==> src/hw/rtl/brf_pkg.sv <==
// Shared types and constants for the byte ring FIFO with burst reports.
package brf_pkg;

    localparam int DATA_W    = 8;
    localparam int CNT_W     = 7;
    localparam int CMD_W     = 2;
    localparam int KIND_W    = 2;
    localparam int DEPTH_DEF = 64;

    localparam logic [CMD_W-1:0] CMD_WRITE   = 2'd0;
    localparam logic [CMD_W-1:0] CMD_READ    = 2'd1;
    localparam logic [CMD_W-1:0] CMD_READALL = 2'd2;

    localparam logic [KIND_W-1:0] KIND_WRITE = 2'd0;
    localparam logic [KIND_W-1:0] KIND_BYTE  = 2'd1;
    localparam logic [KIND_W-1:0] KIND_EMPTY = 2'd2;

    typedef struct packed {
        logic [CMD_W-1:0]  command;
        logic [DATA_W-1:0] data_byte;
        logic              burst_last;
        logic [CNT_W-1:0]  request_length;
    } t_in_item;

    typedef struct packed {
        logic [KIND_W-1:0] kind;
        logic [DATA_W-1:0] data_out;
        logic [CNT_W-1:0]  count;
        logic              last;
    } t_out_item;

    typedef struct packed {
        logic accept;
        logic pop;
        logic stream_sel;
    } t_ctl_cmd;

    typedef struct packed {
        logic start_report;
        logic start_stream;
        logic stream_last;
    } t_dp_status;

endpackage

==> src/hw/rtl/brf_ctrl.sv <==
// Request sequencer: accepts requests and steps report and byte-stream results.
module brf_ctrl (
    input  logic                i_clk,
    input  logic                i_rst_n,
    input  logic                i_in_valid,
    output logic                o_in_ready,
    output logic                o_out_valid,
    input  logic                i_out_ready,
    input  brf_pkg::t_dp_status i_status,
    output brf_pkg::t_ctl_cmd   o_cmd
);
    import brf_pkg::*;

    localparam logic [1:0] ST_IDLE   = 2'd0;
    localparam logic [1:0] ST_REPORT = 2'd1;
    localparam logic [1:0] ST_STREAM = 2'd2;

    logic [1:0] r_state;
    logic [1:0] n_state;
    logic       accept;

    assign o_in_ready  = (r_state == ST_IDLE);
    assign o_out_valid = (r_state == ST_REPORT) || (r_state == ST_STREAM);
    assign accept      = i_in_valid && o_in_ready;

    assign o_cmd.accept     = accept;
    assign o_cmd.pop        = (r_state == ST_STREAM) && i_out_ready;
    assign o_cmd.stream_sel = (r_state == ST_STREAM);

    always_comb begin
        n_state = r_state;
        unique case (r_state)
            ST_IDLE: begin
                if (accept) begin
                    priority if (i_status.start_report) begin
                        n_state = ST_REPORT;
                    end else if (i_status.start_stream) begin
                        n_state = ST_STREAM;
                    end else begin
                        n_state = ST_IDLE;
                    end
                end
            end
            ST_REPORT: begin
                if (i_out_ready) begin
                    n_state = ST_IDLE;
                end
            end
            ST_STREAM: begin
                if (i_out_ready && i_status.stream_last) begin
                    n_state = ST_IDLE;
                end
            end
            default: begin
                n_state = ST_IDLE;
            end
        endcase
    end

    always_ff @(posedge i_clk) begin
        if (!i_rst_n) begin
            r_state <= ST_IDLE;
        end else begin
            r_state <= n_state;
        end
    end

endmodule

==> src/hw/rtl/brf_datapath.sv <==
// Ring store, pointers, fill and burst counters, and result payload.
module brf_datapath #(
    parameter int STORE_DEPTH = brf_pkg::DEPTH_DEF
) (
    input  logic                      i_clk,
    input  logic                      i_rst_n,
    input  brf_pkg::t_in_item         i_in_item,
    input  logic                      i_cfg_we,
    input  logic [brf_pkg::CNT_W-1:0] i_cfg_data,
    input  brf_pkg::t_ctl_cmd         i_cmd,
    output brf_pkg::t_dp_status       o_status,
    output brf_pkg::t_out_item        o_out_item
);
    import brf_pkg::*;

    localparam int PTR_W = (STORE_DEPTH > 1) ? $clog2(STORE_DEPTH) : 1;
    localparam logic [CNT_W-1:0] DEPTH_CNT = CNT_W'(STORE_DEPTH);

    logic [DATA_W-1:0] mem [STORE_DEPTH];

    logic [PTR_W-1:0]  r_head, n_head;
    logic [PTR_W-1:0]  r_tail, n_tail;
    logic [CNT_W-1:0]  r_fill, n_fill;
    logic [CNT_W-1:0]  r_burst, n_burst;
    logic [CNT_W-1:0]  r_cap, n_cap;
    logic [CNT_W-1:0]  r_remain, n_remain;
    logic [CNT_W-1:0]  r_total, n_total;
    logic [KIND_W-1:0] r_rep_kind, n_rep_kind;
    logic [CNT_W-1:0]  r_rep_count, n_rep_count;
    logic [DATA_W-1:0] r_rd_data;

    logic [CNT_W-1:0]  head_inc;
    logic [CNT_W-1:0]  tail_inc;
    logic [PTR_W-1:0]  head_wrap;
    logic [PTR_W-1:0]  tail_wrap;
    logic [CNT_W-1:0]  burst_upd;
    logic [CNT_W-1:0]  want;
    logic [CNT_W-1:0]  take;
    logic [CNT_W-1:0]  cap_clamp;
    logic              is_read;
    logic              wr_en;

    assign head_inc  = CNT_W'(r_head) + 1'b1;
    assign tail_inc  = CNT_W'(r_tail) + 1'b1;
    assign head_wrap = (head_inc >= r_cap) ? '0 : head_inc[PTR_W-1:0];
    assign tail_wrap = (tail_inc >= r_cap) ? '0 : tail_inc[PTR_W-1:0];
    assign burst_upd = (r_burst != '1) ? r_burst + 1'b1 : r_burst;

    assign is_read = (i_in_item.command == CMD_READ) || (i_in_item.command == CMD_READALL);

    always_comb begin
        want = (i_in_item.command == CMD_READ) ? i_in_item.request_length : r_fill;
        take = (want < r_fill) ? want : r_fill;
        if ((i_in_item.command == CMD_READALL) && (i_in_item.request_length < r_fill)) begin
            take = '0;
        end
    end

    always_comb begin
        cap_clamp = i_cfg_data;
        if (i_cfg_data == '0) begin
            cap_clamp = CNT_W'(1);
        end else if (i_cfg_data > DEPTH_CNT) begin
            cap_clamp = DEPTH_CNT;
        end
    end

    assign o_status.start_report =
        ((i_in_item.command == CMD_WRITE) && i_in_item.burst_last) || (is_read && (take == '0));
    assign o_status.start_stream = is_read && (take != '0);
    assign o_status.stream_last  = (r_remain == CNT_W'(1));

    always_comb begin
        n_head      = r_head;
        n_tail      = r_tail;
        n_fill      = r_fill;
        n_burst     = r_burst;
        n_cap       = r_cap;
        n_remain    = r_remain;
        n_total     = r_total;
        n_rep_kind  = r_rep_kind;
        n_rep_count = r_rep_count;
        wr_en       = 1'b0;

        if (i_cmd.accept) begin
            unique case (i_in_item.command)
                CMD_WRITE: begin
                    if (r_fill < r_cap) begin
                        wr_en   = 1'b1;
                        n_tail  = tail_wrap;
                        n_fill  = r_fill + 1'b1;
                        n_burst = burst_upd;
                    end
                    if (i_in_item.burst_last) begin
                        n_rep_kind  = KIND_WRITE;
                        n_rep_count = (r_fill < r_cap) ? burst_upd : r_burst;
                        n_burst     = '0;
                    end
                end
                CMD_READ, CMD_READALL: begin
                    if (take == '0) begin
                        n_rep_kind  = KIND_EMPTY;
                        n_rep_count = '0;
                    end else begin
                        n_remain = take;
                        n_total  = take;
                    end
                end
                default: begin
                end
            endcase
        end

        if (i_cmd.pop) begin
            n_head   = head_wrap;
            n_remain = r_remain - 1'b1;
            n_fill   = r_fill - 1'b1;
            if (r_fill == CNT_W'(1)) begin
                n_head = '0;
                n_tail = '0;
            end
        end

        if (i_cfg_we && (r_fill == '0)) begin
            n_cap  = cap_clamp;
            n_head = '0;
            n_tail = '0;
        end
    end

    always_ff @(posedge i_clk) begin
        if (wr_en) begin
            mem[r_tail] <= i_in_item.data_byte;
        end
    end

    // hold the byte at the next head, forwarding a same-cycle write
    always_ff @(posedge i_clk) begin
        if (wr_en && (r_tail == n_head)) begin
            r_rd_data <= i_in_item.data_byte;
        end else begin
            r_rd_data <= mem[n_head];
        end
    end

    always_ff @(posedge i_clk) begin
        if (!i_rst_n) begin
            r_head   <= '0;
            r_tail   <= '0;
            r_fill   <= '0;
            r_burst  <= '0;
            r_cap    <= DEPTH_CNT;
            r_remain <= '0;
        end else begin
            r_head   <= n_head;
            r_tail   <= n_tail;
            r_fill   <= n_fill;
            r_burst  <= n_burst;
            r_cap    <= n_cap;
            r_remain <= n_remain;
        end
    end

    always_ff @(posedge i_clk) begin
        r_total     <= n_total;
        r_rep_kind  <= n_rep_kind;
        r_rep_count <= n_rep_count;
    end

    always_comb begin
        if (i_cmd.stream_sel) begin
            o_out_item.kind     = KIND_BYTE;
            o_out_item.data_out = r_rd_data;
            o_out_item.last     = o_status.stream_last;
            o_out_item.count    = o_status.stream_last ? r_total : '0;
        end else begin
            o_out_item.kind     = r_rep_kind;
            o_out_item.data_out = '0;
            o_out_item.last     = 1'b1;
            o_out_item.count    = r_rep_count;
        end
    end

endmodule

==> src/hw/rtl/byte_ring_fifo_burst_top.sv <==
// Byte ring FIFO with burst write reports and length-limited reads.
// Writes: one request per cycle outside reports; a burst report appears the cycle after
// its last byte. Reads: first byte the cycle after the request, then one byte per cycle
// while output is ready (registered read port). Next request after the last result.
// Reset (synchronous, active low): store empty, pointers zero, capacity at full depth.
module byte_ring_fifo_burst_top #(
    parameter int STORE_DEPTH = brf_pkg::DEPTH_DEF
) (
    input  logic                      i_clk,
    input  logic                      i_rst_n,
    input  logic                      i_in_valid,
    output logic                      o_in_ready,
    input  brf_pkg::t_in_item         i_in_item,
    output logic                      o_out_valid,
    input  logic                      i_out_ready,
    output brf_pkg::t_out_item        o_out_item,
    input  logic                      i_cfg_we,
    input  logic [brf_pkg::CNT_W-1:0] i_cfg_data
);
    import brf_pkg::*;

    t_ctl_cmd   cmd;
    t_dp_status status;

    brf_ctrl u_ctrl (
        .i_clk       (i_clk),
        .i_rst_n     (i_rst_n),
        .i_in_valid  (i_in_valid),
        .o_in_ready  (o_in_ready),
        .o_out_valid (o_out_valid),
        .i_out_ready (i_out_ready),
        .i_status    (status),
        .o_cmd       (cmd)
    );

    brf_datapath #(
        .STORE_DEPTH (STORE_DEPTH)
    ) u_datapath (
        .i_clk      (i_clk),
        .i_rst_n    (i_rst_n),
        .i_in_item  (i_in_item),
        .i_cfg_we   (i_cfg_we),
        .i_cfg_data (i_cfg_data),
        .i_cmd      (cmd),
        .o_status   (status),
        .o_out_item (o_out_item)
    );

endmodule

==> config.mk <==
export PLATFORM = sky130hd
export DESIGN_NAME = byte_ring_fifo_burst_top
export DESIGN_NICKNAME = d
export VERILOG_FILES = /design/src/hw/rtl/brf_pkg.sv /design/src/hw/rtl/brf_ctrl.sv /design/src/hw/rtl/brf_datapath.sv /design/src/hw/rtl/byte_ring_fifo_burst_top.sv
export SDC_FILE = /design/constraint.sdc
export NUM_CORES = 1
export LEC_CHECK = 0
export BUFFER_PORTS_ARGS = -buffer_cell sky130_fd_sc_hd__buf_2
export CAP_MARGIN = 10
export CORE_ASPECT_RATIO = 0.75
export CORE_UTILIZATION = 42
export DETAILED_ROUTE_END_ITERATION = 10
export HOLD_SLACK_MARGIN = 0.1
export PLACE_DENSITY = 0.58
export SLEW_MARGIN = 20
export SYNTH_ARGS = -nofsm -noshare
export SYNTH_HDL_FRONTEND = slang
export SYNTH_SLANG_ARGS = --single-unit
==> constraint.sdc <==
create_clock -name i_clk -period 4.8 [get_ports i_clk]
set_input_delay 0.96 -clock i_clk [delete_from_list [all_inputs] [get_ports i_clk]]
set_output_delay 0.96 -clock i_clk [all_outputs]
set_load 0.03 [all_outputs]
==> impl_metrics.toml, run 1 <==
[logic_synthesis]
synth_top_area_cell = "edfxtp_1"
synth_area_sq_um = 24200
ys_async_sr_fraction = 0
synth_edf_count = 527
syn_inst = 1352
avgSynthCellArea_sq_um = 17.90
synth.area.top_cells = "edfxtp_1 (65%), mux4_2 (15%), dfxtp_1 (4.0%)"
syn_nets = 1428
ys_ff_latch = 575
ys.flop_type = "edfxtp_1"
yosysWarningCount = 0
yosysUniqueCellTypes = 73
seq_area_frac_synth = 0.6937
yosysTopAreaCellShare = 0.6540

[setup_path]
worst-endpoint-arrival_ps = 3480
cp-end-kind = "output pin"
cp.required_ps = 3840
path_class = "flop to output pin"
crit_path_start_kind = "flop"
cp_max_fo = 21

[timing]
period_share = 0.9243
rsz0062_at_grt = "no"
slew_viol_final = 0
max_slew_margin = 0.2664
fin_crit_ps = 4437
tightest_slew_ps = 1099
hold_viol = 0
setup_viol = 0
setup_tns_ps = 0
fmax_ghz = 0.2254
clock_skew_ps = 27.02

[clock_network]
cts_tree = "built"
cts_resized = 0
cts_root_buffer = "clkbuf_16"
clock_path_buffers = 3
clk_pin_slew_ps = 60
holdBufCountCts = 0
clkLatencyLatePin_ps = 620
cts_made_buffers = 56
numClockSinks = 575
ctsHtreeMaxLevel = 2
cts_setup_buffers = 0

[cells_and_area]
final_cell_mix = "edfxtp_1 (527), mux4_2 (160), nor2_1 (87)"
regArea_sq_um = 16800
nFillCells = 4749
drive_gt1_frac = 0.2519
fin_util = 0.4847
multiInputGateArea_sq_um = 6937
antennaDiodeCount = 0
fin_nets = 1516
area_delta_synth_final_pct = 12.97
final_common_cell = "edfxtp_1"
design_area_sq_um = 27340

[die]
row_count = 75
die_x_microns = 279.2
core_area_sq_um = 56400
die_h_microns = 209.9
die_area_sq_um = 58590
num_io_pins = 50
initial_core_util = 0.4291

[worst_hold_path]
min_path_type = "flop to flop"

[grt]
antenna_found_initial = 0
grt_max_degree = 65
overflow = 0
gr-usage-all-layers = 0.1918
grt_pass1_wl_mm = 81.96
grt_pass1_vias = 12600

[flow_run]
drv_cap = 0

[power]
netSwitchingFraction = 0.2382
p_comb_frac = 0.099
ir_drop_uv = 284.3
clockPowerShare = 0.390
internal_power_mw = 8.323
powerDensity_nw_per_um2 = 399.7
report.power.total_mw = 10.93
p_switching_mw = 2.603
p_leak_nw = 8.655
power_frac_seq = 0.511

[routing]
drtPass1Iterations = 7
routed_via_density = 5.612
drc = 0
drtIter0Drc = 1177
antenna_left = 0
wl_per_cell_microns = 24.51
wl_mm = 55.26
num_vias = 12660

[placement]
gp_congestion = 0.8593
dp_hpwl_mm = 34.88
postPlaceCellArea_sq_um = 25590
portBuffers = 49

[outcome]
outcome = "complete, no violations"
==> power by group through the flow <==
stage | sequential [mW] | clock (mW) | combinational (mW)
global placement | 5.69 | 0 | 1.06
finish | 5.58 | 4.27 | 1.08
floorplan | 5.66 | 0 | 0.757
global route | 5.59 | 4.53 | 1.17
CTS | 5.58 | 4.36 | 1.08
detailed placement | 5.69 | 0 | 1.08
==> synth_stat cells, drive strengths merged, types with 4 or more instances <==
library cell,count
mux2,4
nand3,19
and4,4
o21a,6
clkbuf,51
nor3,12
and2,9
nand2,63
mux4,160
o31ai,5
buf,28
edfxtp,527
dfxtp,48
xor2,6
xnor2,6
nor3b,4
a211o,6
a21oi,30
nor2b,4
o22ai,18
mux2i,24
a21boi,11
a31oi,6
or3,6
nor2,96
a211oi,8
nand2b,13
ha,46
nand3b,8
and3,13
inv,36
a21o,13
o21ai,15
==> worst max-delay path, cell delays in order (launching register included) <==
cell and delay (ps):
dfxtp_4 680, buf_4 370, mux4_2 550, mux4_2 530, mux2i_1 300, o22ai_1 190, buf_2 220
==> routing by layer <==
metal	GRT usage	up-vias	wire (microns)
li1	-	5634	-
met1	0.2819	6601	25320
met2	0.2891	336	25170
met3	0.04186	84	3646
met4	0.05172	0	1126
met5	0	-	0
==> flip-flops by register name, summed over array words and instances (netlist names), 6 cells and up, named ones only <==
| signal | count |
|---|---|
| u_datapath.mem | 512 |
| u_datapath.r_burst | 7 |
| u_datapath.r_cap | 7 |
| u_datapath.r_fill | 7 |
| u_datapath.r_head | 6 |
| u_datapath.r_remain | 7 |
| u_datapath.r_rep_count | 7 |
| u_datapath.r_tail | 6 |
| u_datapath.r_total | 7 |
==> metrics by stage <==
| stage | hold WS, ps | cells | setup WS [ps] |
|---|---|---|---|
| floorplan | 441.0 | 1352 | 1044 |
| global placement | 456.2 | 2151 | 591.1 |
| detailed placement | 462.5 | 2152 | 555.0 |
| CTS | 470.1 | 2255 | 239.6 |
| global route | 493.3 | 2255 | 182.5 |
| finish | 466.5 | 2255 | 363.3 |
==> path summary, 6_finish.rpt <==
check,startpoint,end,slack (ps),depth (start not counted)
min reg2reg,u_datapath.r_cap[5],u_datapath.r_cap[5],470,2
min,u_datapath.r_cap[5],u_datapath.r_cap[5],470,2
max reg2reg,u_datapath.r_fill[6],u_datapath.mem[16][1],1080,8
max,flop,o_out_item[12],360,6
==> logic make-up (layout without fill, tap and decap cells) <==
kind of cell / count (synthesis) / in the layout / synth area share
AOI/OAI and AO/OA: 146 / 146 / 0.04224
xor gates and xnor gates: 12 / 12 / 0.004343
adders and majority gates: 46 / 46 / 0.02378
buffers and inverters: 115 / 248 / 0.01965
DFF: 575 / 575 / 0.6937
muxes: 188 / 188 / 0.1607
and+or+nand+nor: 270 / 270 / 0.05558
==> final cells by class <==
class                   instances  area share
clock buffers                  72     0.05424
flip-flops and latches        575      0.6144
multi-input cells             662      0.2538
clock inverters                31    0.009566
well taps                     770     0.03524
inverters                      36    0.004943
repair buffers                109     0.02783
Power figures use the tool's default switching activity.
==> run 2: changes to the inputs <==
--- a/config.mk
+++ b/config.mk
@@ -11,6 +11,7 @@
 export CORE_UTILIZATION = 42
 export DETAILED_ROUTE_END_ITERATION = 10
 export HOLD_SLACK_MARGIN = 0.1
+export MAX_ROUTING_LAYER = met4
 export PLACE_DENSITY = 0.58
 export SLEW_MARGIN = 20
 export SYNTH_ARGS = -nofsm -noshare
==> constraint.sdc (replaced) <==
create_clock -name i_clk -period 4.35 [get_ports i_clk]
set_input_delay 0.87 -clock i_clk [delete_from_list [all_inputs] [get_ports i_clk]]
set_output_delay 0.87 -clock i_clk [all_outputs]
set_load 0.03 [all_outputs]
==> run 2 against run 1 <==
  * Non-clock buffer count rose by 45
  * Sequential share of layout area shrank 1.1 points
  * Critical path depth increased by 1
  * Setup slack worse by 110 ps
  * Worst hold slack worse by 6.6 ps
  * Highest routed layer unchanged
  * Via count is 2.2% higher
  * Utilization up 0.87 points
  * Routed wire length grew 1.1%
  * Final cell count up 2.1%
==> impl_metrics.toml, run 2 (synthesized netlist as in run 1, its figures left out) <==
[outcome]
outcome = "complete, no violations"

[setup_path]
crit_path_cell_trace = "buf_4 -> buf_12 -> mux4_2 -> mux4_2 -> mux2i_1 -> o22ai_1 -> buf_2"
cp-end-kind = "output pin"
reg2reg_to = "u_datapath.mem[54][3]"
worst-endpoint-arrival_ps = 3230
cpMostUsedCell = "mux4_2"
reg2reg_depth = 10
cp.required_ps = 3480
crit_path_start_kind = "flop"
cp_num_buf_inv = 3
cp_max_fo = 19
crit_family = "multiplexers"
path_class = "flop to output pin"
r2r_slack_ps = 700
critical_path.slowest_cell = "mux4_2"
critPathMaxStageDelay_ps = 590
worst_r2r_startpoint = "u_datapath.r_fill[4]"

[power]
clockPowerShare = 0.399
p_comb_frac = 0.100
power_frac_seq = 0.501
netSwitchingFraction = 0.2355
report.power.total_mw = 12.27
p_leak_nw = 8.966
ir_drop_uv = 353.4
internal_power_mw = 9.382
p_switching_mw = 2.890
powerDensity_nw_per_um2 = 441.0

[timing]
slew_viol_final = 0
layout_setup_ws_ps = 248.9
max_slew_margin = 0.4052
setup_viol = 0
clock_skew_ps = 24.94
hold_viol = 0
fmax_ghz = 0.2438
rsz0062_at_grt = "no"
period_share = 0.9428
tightest_slew_ps = 889.6
setup_tns_ps = 0
fin_crit_ps = 4101

[grt]
grt_pass1_vias = 12680
grt_pass1_wl_mm = 82.84
gr-usage-all-layers = 0.1992
grt_max_degree = 65
overflow = 0
antenna_found_initial = 1

[placement]
gp_congestion = 0.8614
postPlaceCellArea_sq_um = 25880
dp_worst_setup_slack_ps = 458.3
dp_hpwl_mm = 36.61
portBuffers = 49

[die]
num_io_pins = 50
die_x_microns = 279.2
die_area_sq_um = 58590
core_area_sq_um = 56400
initial_core_util = 0.4291
die_h_microns = 209.9
row_count = 75

[cells_and_area]
regMostFlops = "u_datapath.mem"
fin_util = 0.4934
final_cell_mix = "edfxtp_1 (527), mux4_2 (160), buf_4 (96)"
fin_nets = 1561
final_common_cell = "edfxtp_1"
design_area_sq_um = 27830
drive_gt1_frac = 0.2781
antennaDiodeCount = 0
largest_reg_flops = 512
area_delta_synth_final_pct = 14.99

[clock_network]
clock_path_buffers = 3
clkLatencyLatePin_ps = 620
ctsHtreeMaxLevel = 2
clk_pin_slew_ps = 60
cts_tree = "built"
holdBufCountCts = 0
cts_made_buffers = 56
cts_root_buffer = "clkbuf_16"
numClockSinks = 575

[worst_hold_path]
hp-start = "u_datapath.r_cap[2]"
whs_path_depth = 2
min_path_type = "flop to flop"
min_to = "u_datapath.r_cap[2]"

[routing]
num_vias = 12930
antenna_left = 0
wl_mm = 55.89
wl_per_cell_microns = 24.28
drtIter0Drc = 1203
drtPass1Iterations = 7
drc = 0
routed_via_density = 5.616

[flow_run]
drv_cap = 0
-- run 2: cell count changes in the layout (fill, tap and decap cells not counted), sizes merged --
cell / change
clkinv: -2
inv: +3
clkinvlp: -3
bufinv: +3
buf: +45
clkbuf: +1
-- run 2: timing repair --
item | CTS | global route
gates resized for setup | 4 | 0
endpoints found under the setup margin | 4 | 5
setup buffers | 0 | 9
-- run 2: layer usage --
layer  track usage  wire length (microns)  up-vias
li1              -                      -     5722
met1        0.2984                  26350     6750
met2        0.2844                  25140      387
met3       0.03529                   3537       70
met4       0.04377                    863        0
met5             -                      0        -
-- run 2: cell type report --
| class | count | area (sq um) |
|---|---|---|
| repair buffers | 154 | 1144 |
| clock buffers | 73 | 1475 |
| fillers | 4663 | 28570 |
| multi-input cells | 662 | 6944 |
| flip-flops and latches | 575 | 16800 |
| clock inverters | 32 | 369.1 |
| well taps | 770 | 963.4 |
| inverters | 36 | 135.1 |
-- run 2: power by group through the flow --
stage	combinational (mW)	clock (mW)	sequential, mW
final	1.23	4.90	6.15
after global routing	1.34	5.21	6.15
after CTS	1.21	5.02	6.15
after detailed placement	1.20	0	6.27
after global placement	1.19	0	6.27
after floorplan	0.836	0	6.25
-- run 2: worst max-delay path by stage --
stage	startpoint	to	slack, ps	depth (start not counted)
2_1_floorplan	i_in_item[17]	u_datapath.r_rep_count[0]	680	11
3_3_place_gp	i_in_item[17]	u_datapath.r_remain[3]	510	15
3_5_place_dp	i_in_item[17]	u_datapath.r_remain[3]	460	15
4_1_cts	flop	o_out_item[11]	30	6
5_1_grt	flop	o_out_item[10]	100	7
6_report	flop	o_out_item[9]	250	7
-- run 2: metrics by stage --
step	cells	hold slack [ps]
5_1_grt	2302	492.7
4_1_cts	2293	464.9
6_report	2302	460.0
3_5_place_dp	2188	457.5
2_1_floorplan	1352	441.0
3_3_place_gp	2188	456.5
-- run 2: worst min-delay path, stage by stage (launching register included) --
cell and delay, ps:
dfxtp_1 300, nand2_1 50, a21boi_0 60
==> run 3: changes to the inputs <==
--- a/config.mk
+++ b/config.mk
@@ -8,11 +8,11 @@
 export BUFFER_PORTS_ARGS = -buffer_cell sky130_fd_sc_hd__buf_2
 export CAP_MARGIN = 10
 export CORE_ASPECT_RATIO = 0.75
-export CORE_UTILIZATION = 42
+export CORE_UTILIZATION = 33
 export DETAILED_ROUTE_END_ITERATION = 10
 export HOLD_SLACK_MARGIN = 0.1
 export MAX_ROUTING_LAYER = met4
-export PLACE_DENSITY = 0.58
+export PLACE_DENSITY = 0.48
 export SLEW_MARGIN = 20
 export SYNTH_ARGS = -nofsm -noshare
 export SYNTH_HDL_FRONTEND = slang
==> run 3 against run 2 <==
  * Non-clock buffer count is 6 higher
  * Design area is 1.3% higher
  * Register-to-register slack better by 160 ps
  * Worst hold slack better by 9.7 ps
  * Die area is 27% higher
  * Power is 2.0% higher
  * Clock skew is 3.8 ps higher
  * Maximum frequency is 1.8% lower
  * Largest power group unchanged
==> impl_metrics.toml, run 3 (synthesized netlist as in run 1, its figures left out) <==
[setup_path]
worst-endpoint-arrival_ps = 3300
cp.required_ps = 3480
r2r_slack_ps = 860
cp_max_fo = 12
crit_family = "multiplexers"
crit_path_start_kind = "flop"
crit_path_cell_trace = "buf_4 -> mux4_2 -> mux4_2 -> mux2i_1 -> o22ai_1 -> buf_2"
cp_num_buf_inv = 2
critical_path.slowest_cell = "dfxtp_4"
critPathMaxStageDelay_ps = 620
worst_r2r_startpoint = "u_datapath.r_fill[4]"
cpMostUsedCell = "mux4_2"
cp-end-kind = "output pin"
path_class = "flop to output pin"

[placement]
gp_congestion = 0.8370
dp_worst_setup_slack_ps = 515.1
placedCellCount = 2389
portBuffers = 49
dp_hpwl_mm = 39.35

[die]
row_count = 85
die_h_microns = 236.5
die_x_microns = 314.7
die_area_sq_um = 74430
initial_core_util = 0.3356
num_io_pins = 50
core_area_sq_um = 72110

[timing]
max_slew_margin = 0.2877
hold_slack_ps = 469.7
setup_tns_ps = 0
slew_viol_final = 0
setup_viol = 0
fmax_ghz = 0.2395
tightest_slew_ps = 1068
fin_crit_ps = 4175
clock_skew_ps = 28.77
hold_viol = 0
rsz0062_at_grt = "no"
period_share = 0.9597
layout_setup_ws_ps = 175.2

[grt]
grt_pass1_wl_mm = 88.57
grt_max_degree = 80
antenna_found_initial = 2
overflow = 0
grt_pass1_vias = 12960
gr-usage-all-layers = 0.1688

[power]
p_comb_frac = 0.100
power_frac_seq = 0.492
p_leak_nw = 9.029
p_switching_mw = 2.970
netSwitchingFraction = 0.2372
clockPowerShare = 0.408
ir_drop_uv = 243.4
powerDensity_nw_per_um2 = 444.2
internal_power_mw = 9.553

[cells_and_area]
regMostFlops = "u_datapath.mem"
fin_nets = 1569
area_delta_synth_final_pct = 16.50
final_common_cell = "edfxtp_1"
drive_gt1_frac = 0.2803
fin_util = 0.3910
largest_reg_flops = 512
fin_cells = 2499
final_cell_mix = "edfxtp_1 (527), mux4_2 (160), buf_4 (103)"

[outcome]
outcome = "complete, no violations"

[routing]
drt-met1-wl_mm = 30.24
routed_via_density = 5.225
wl_per_cell_microns = 24.30
wl_mm = 60.73
drtPass1Iterations = 5
routed-wl-met2_mm = 26.42
num_vias = 13060
highest_layer = "met4"
met3RoutedLength_mm = 3.193
drc = 0
drtIter0Drc = 1208
antenna_left = 0

[clock_network]
numClockSinks = 575
clock_path_buffers = 3
holdBufCountCts = 0
ctsHtreeMaxLevel = 2
cts_resized = 0
cts_setup_buffers = 1
clk_pin_slew_ps = 60
clkLatencyLatePin_ps = 620
cts_tree = "built"
cts_made_buffers = 58
cts_root_buffer = "clkbuf_16"

[flow_run]
drv_cap = 0

[worst_hold_path]
min_path_type = "flop to flop"
hp-start = "u_datapath.r_cap[5]"
==> run 3: cell count changes in the layout (fill, tap and decap cells not counted), moves of 2 or more <==
cell and delta:
clkinv_1 +8, clkbuf_1 -7, clkbuf_16 +4, buf_6 -2, mux2i_2 -2, mux2i_1 +2, clkinvlp_4 +2, buf_4 +7
inv_6 -2
==> run 3: final cells by class <==
cell class	count	area (sq um)
diodes	1	2.502
clock buffers	69	1535
clock inverters	39	415.4
fillers	6600	43910
inverters	36	135.1
multi-input cells	662	6937
flip-flops and latches	575	16800
well taps	957	1197
repair buffers	160	1174
==> run 3: metrics by stage <==
stage,total power [mW],area (sq um)
global route,12.98,28190
finish,12.52,28190
CTS,12.66,28190
detailed placement,7.524,26220
floorplan,7.082,24200
global placement,7.507,26220
==> run 3: worst min-delay path, cell delays in order (launching register included) <==
cell      delay [ps]
dfxtp_1          310
nand2_1           50
a21boi_0          60
==> run 3: path summary, 6_finish.rpt <==
| kind | cells past startpoint | endpoint |
|---|---|---|
| worst max-delay path | 6 | o_out_item[12] |
| worst min-delay path | 2 | u_datapath.r_cap[5] |
| worst max register to register | 9 | u_datapath.mem[46][4] |
| worst min register to register | 2 | u_datapath.r_cap[5] |
==> run 3: per-layer routing <==
metal  vias to the layer above  track usage
li1                       5737            -
met5                         -            -
met2                       332       0.2368
met3                        71      0.02916
met4                         0      0.03398
met1                      6918       0.2558
==> run 3: power groups by stage <==
stage	Clock, mW	Combinational (mW)	Sequential, mW
detailed placement	0	1.24	6.28
floorplan	0	0.836	6.25
global route	5.46	1.36	6.17
finish	5.11	1.25	6.16
CTS	5.24	1.25	6.16
global placement	0	1.22	6.28
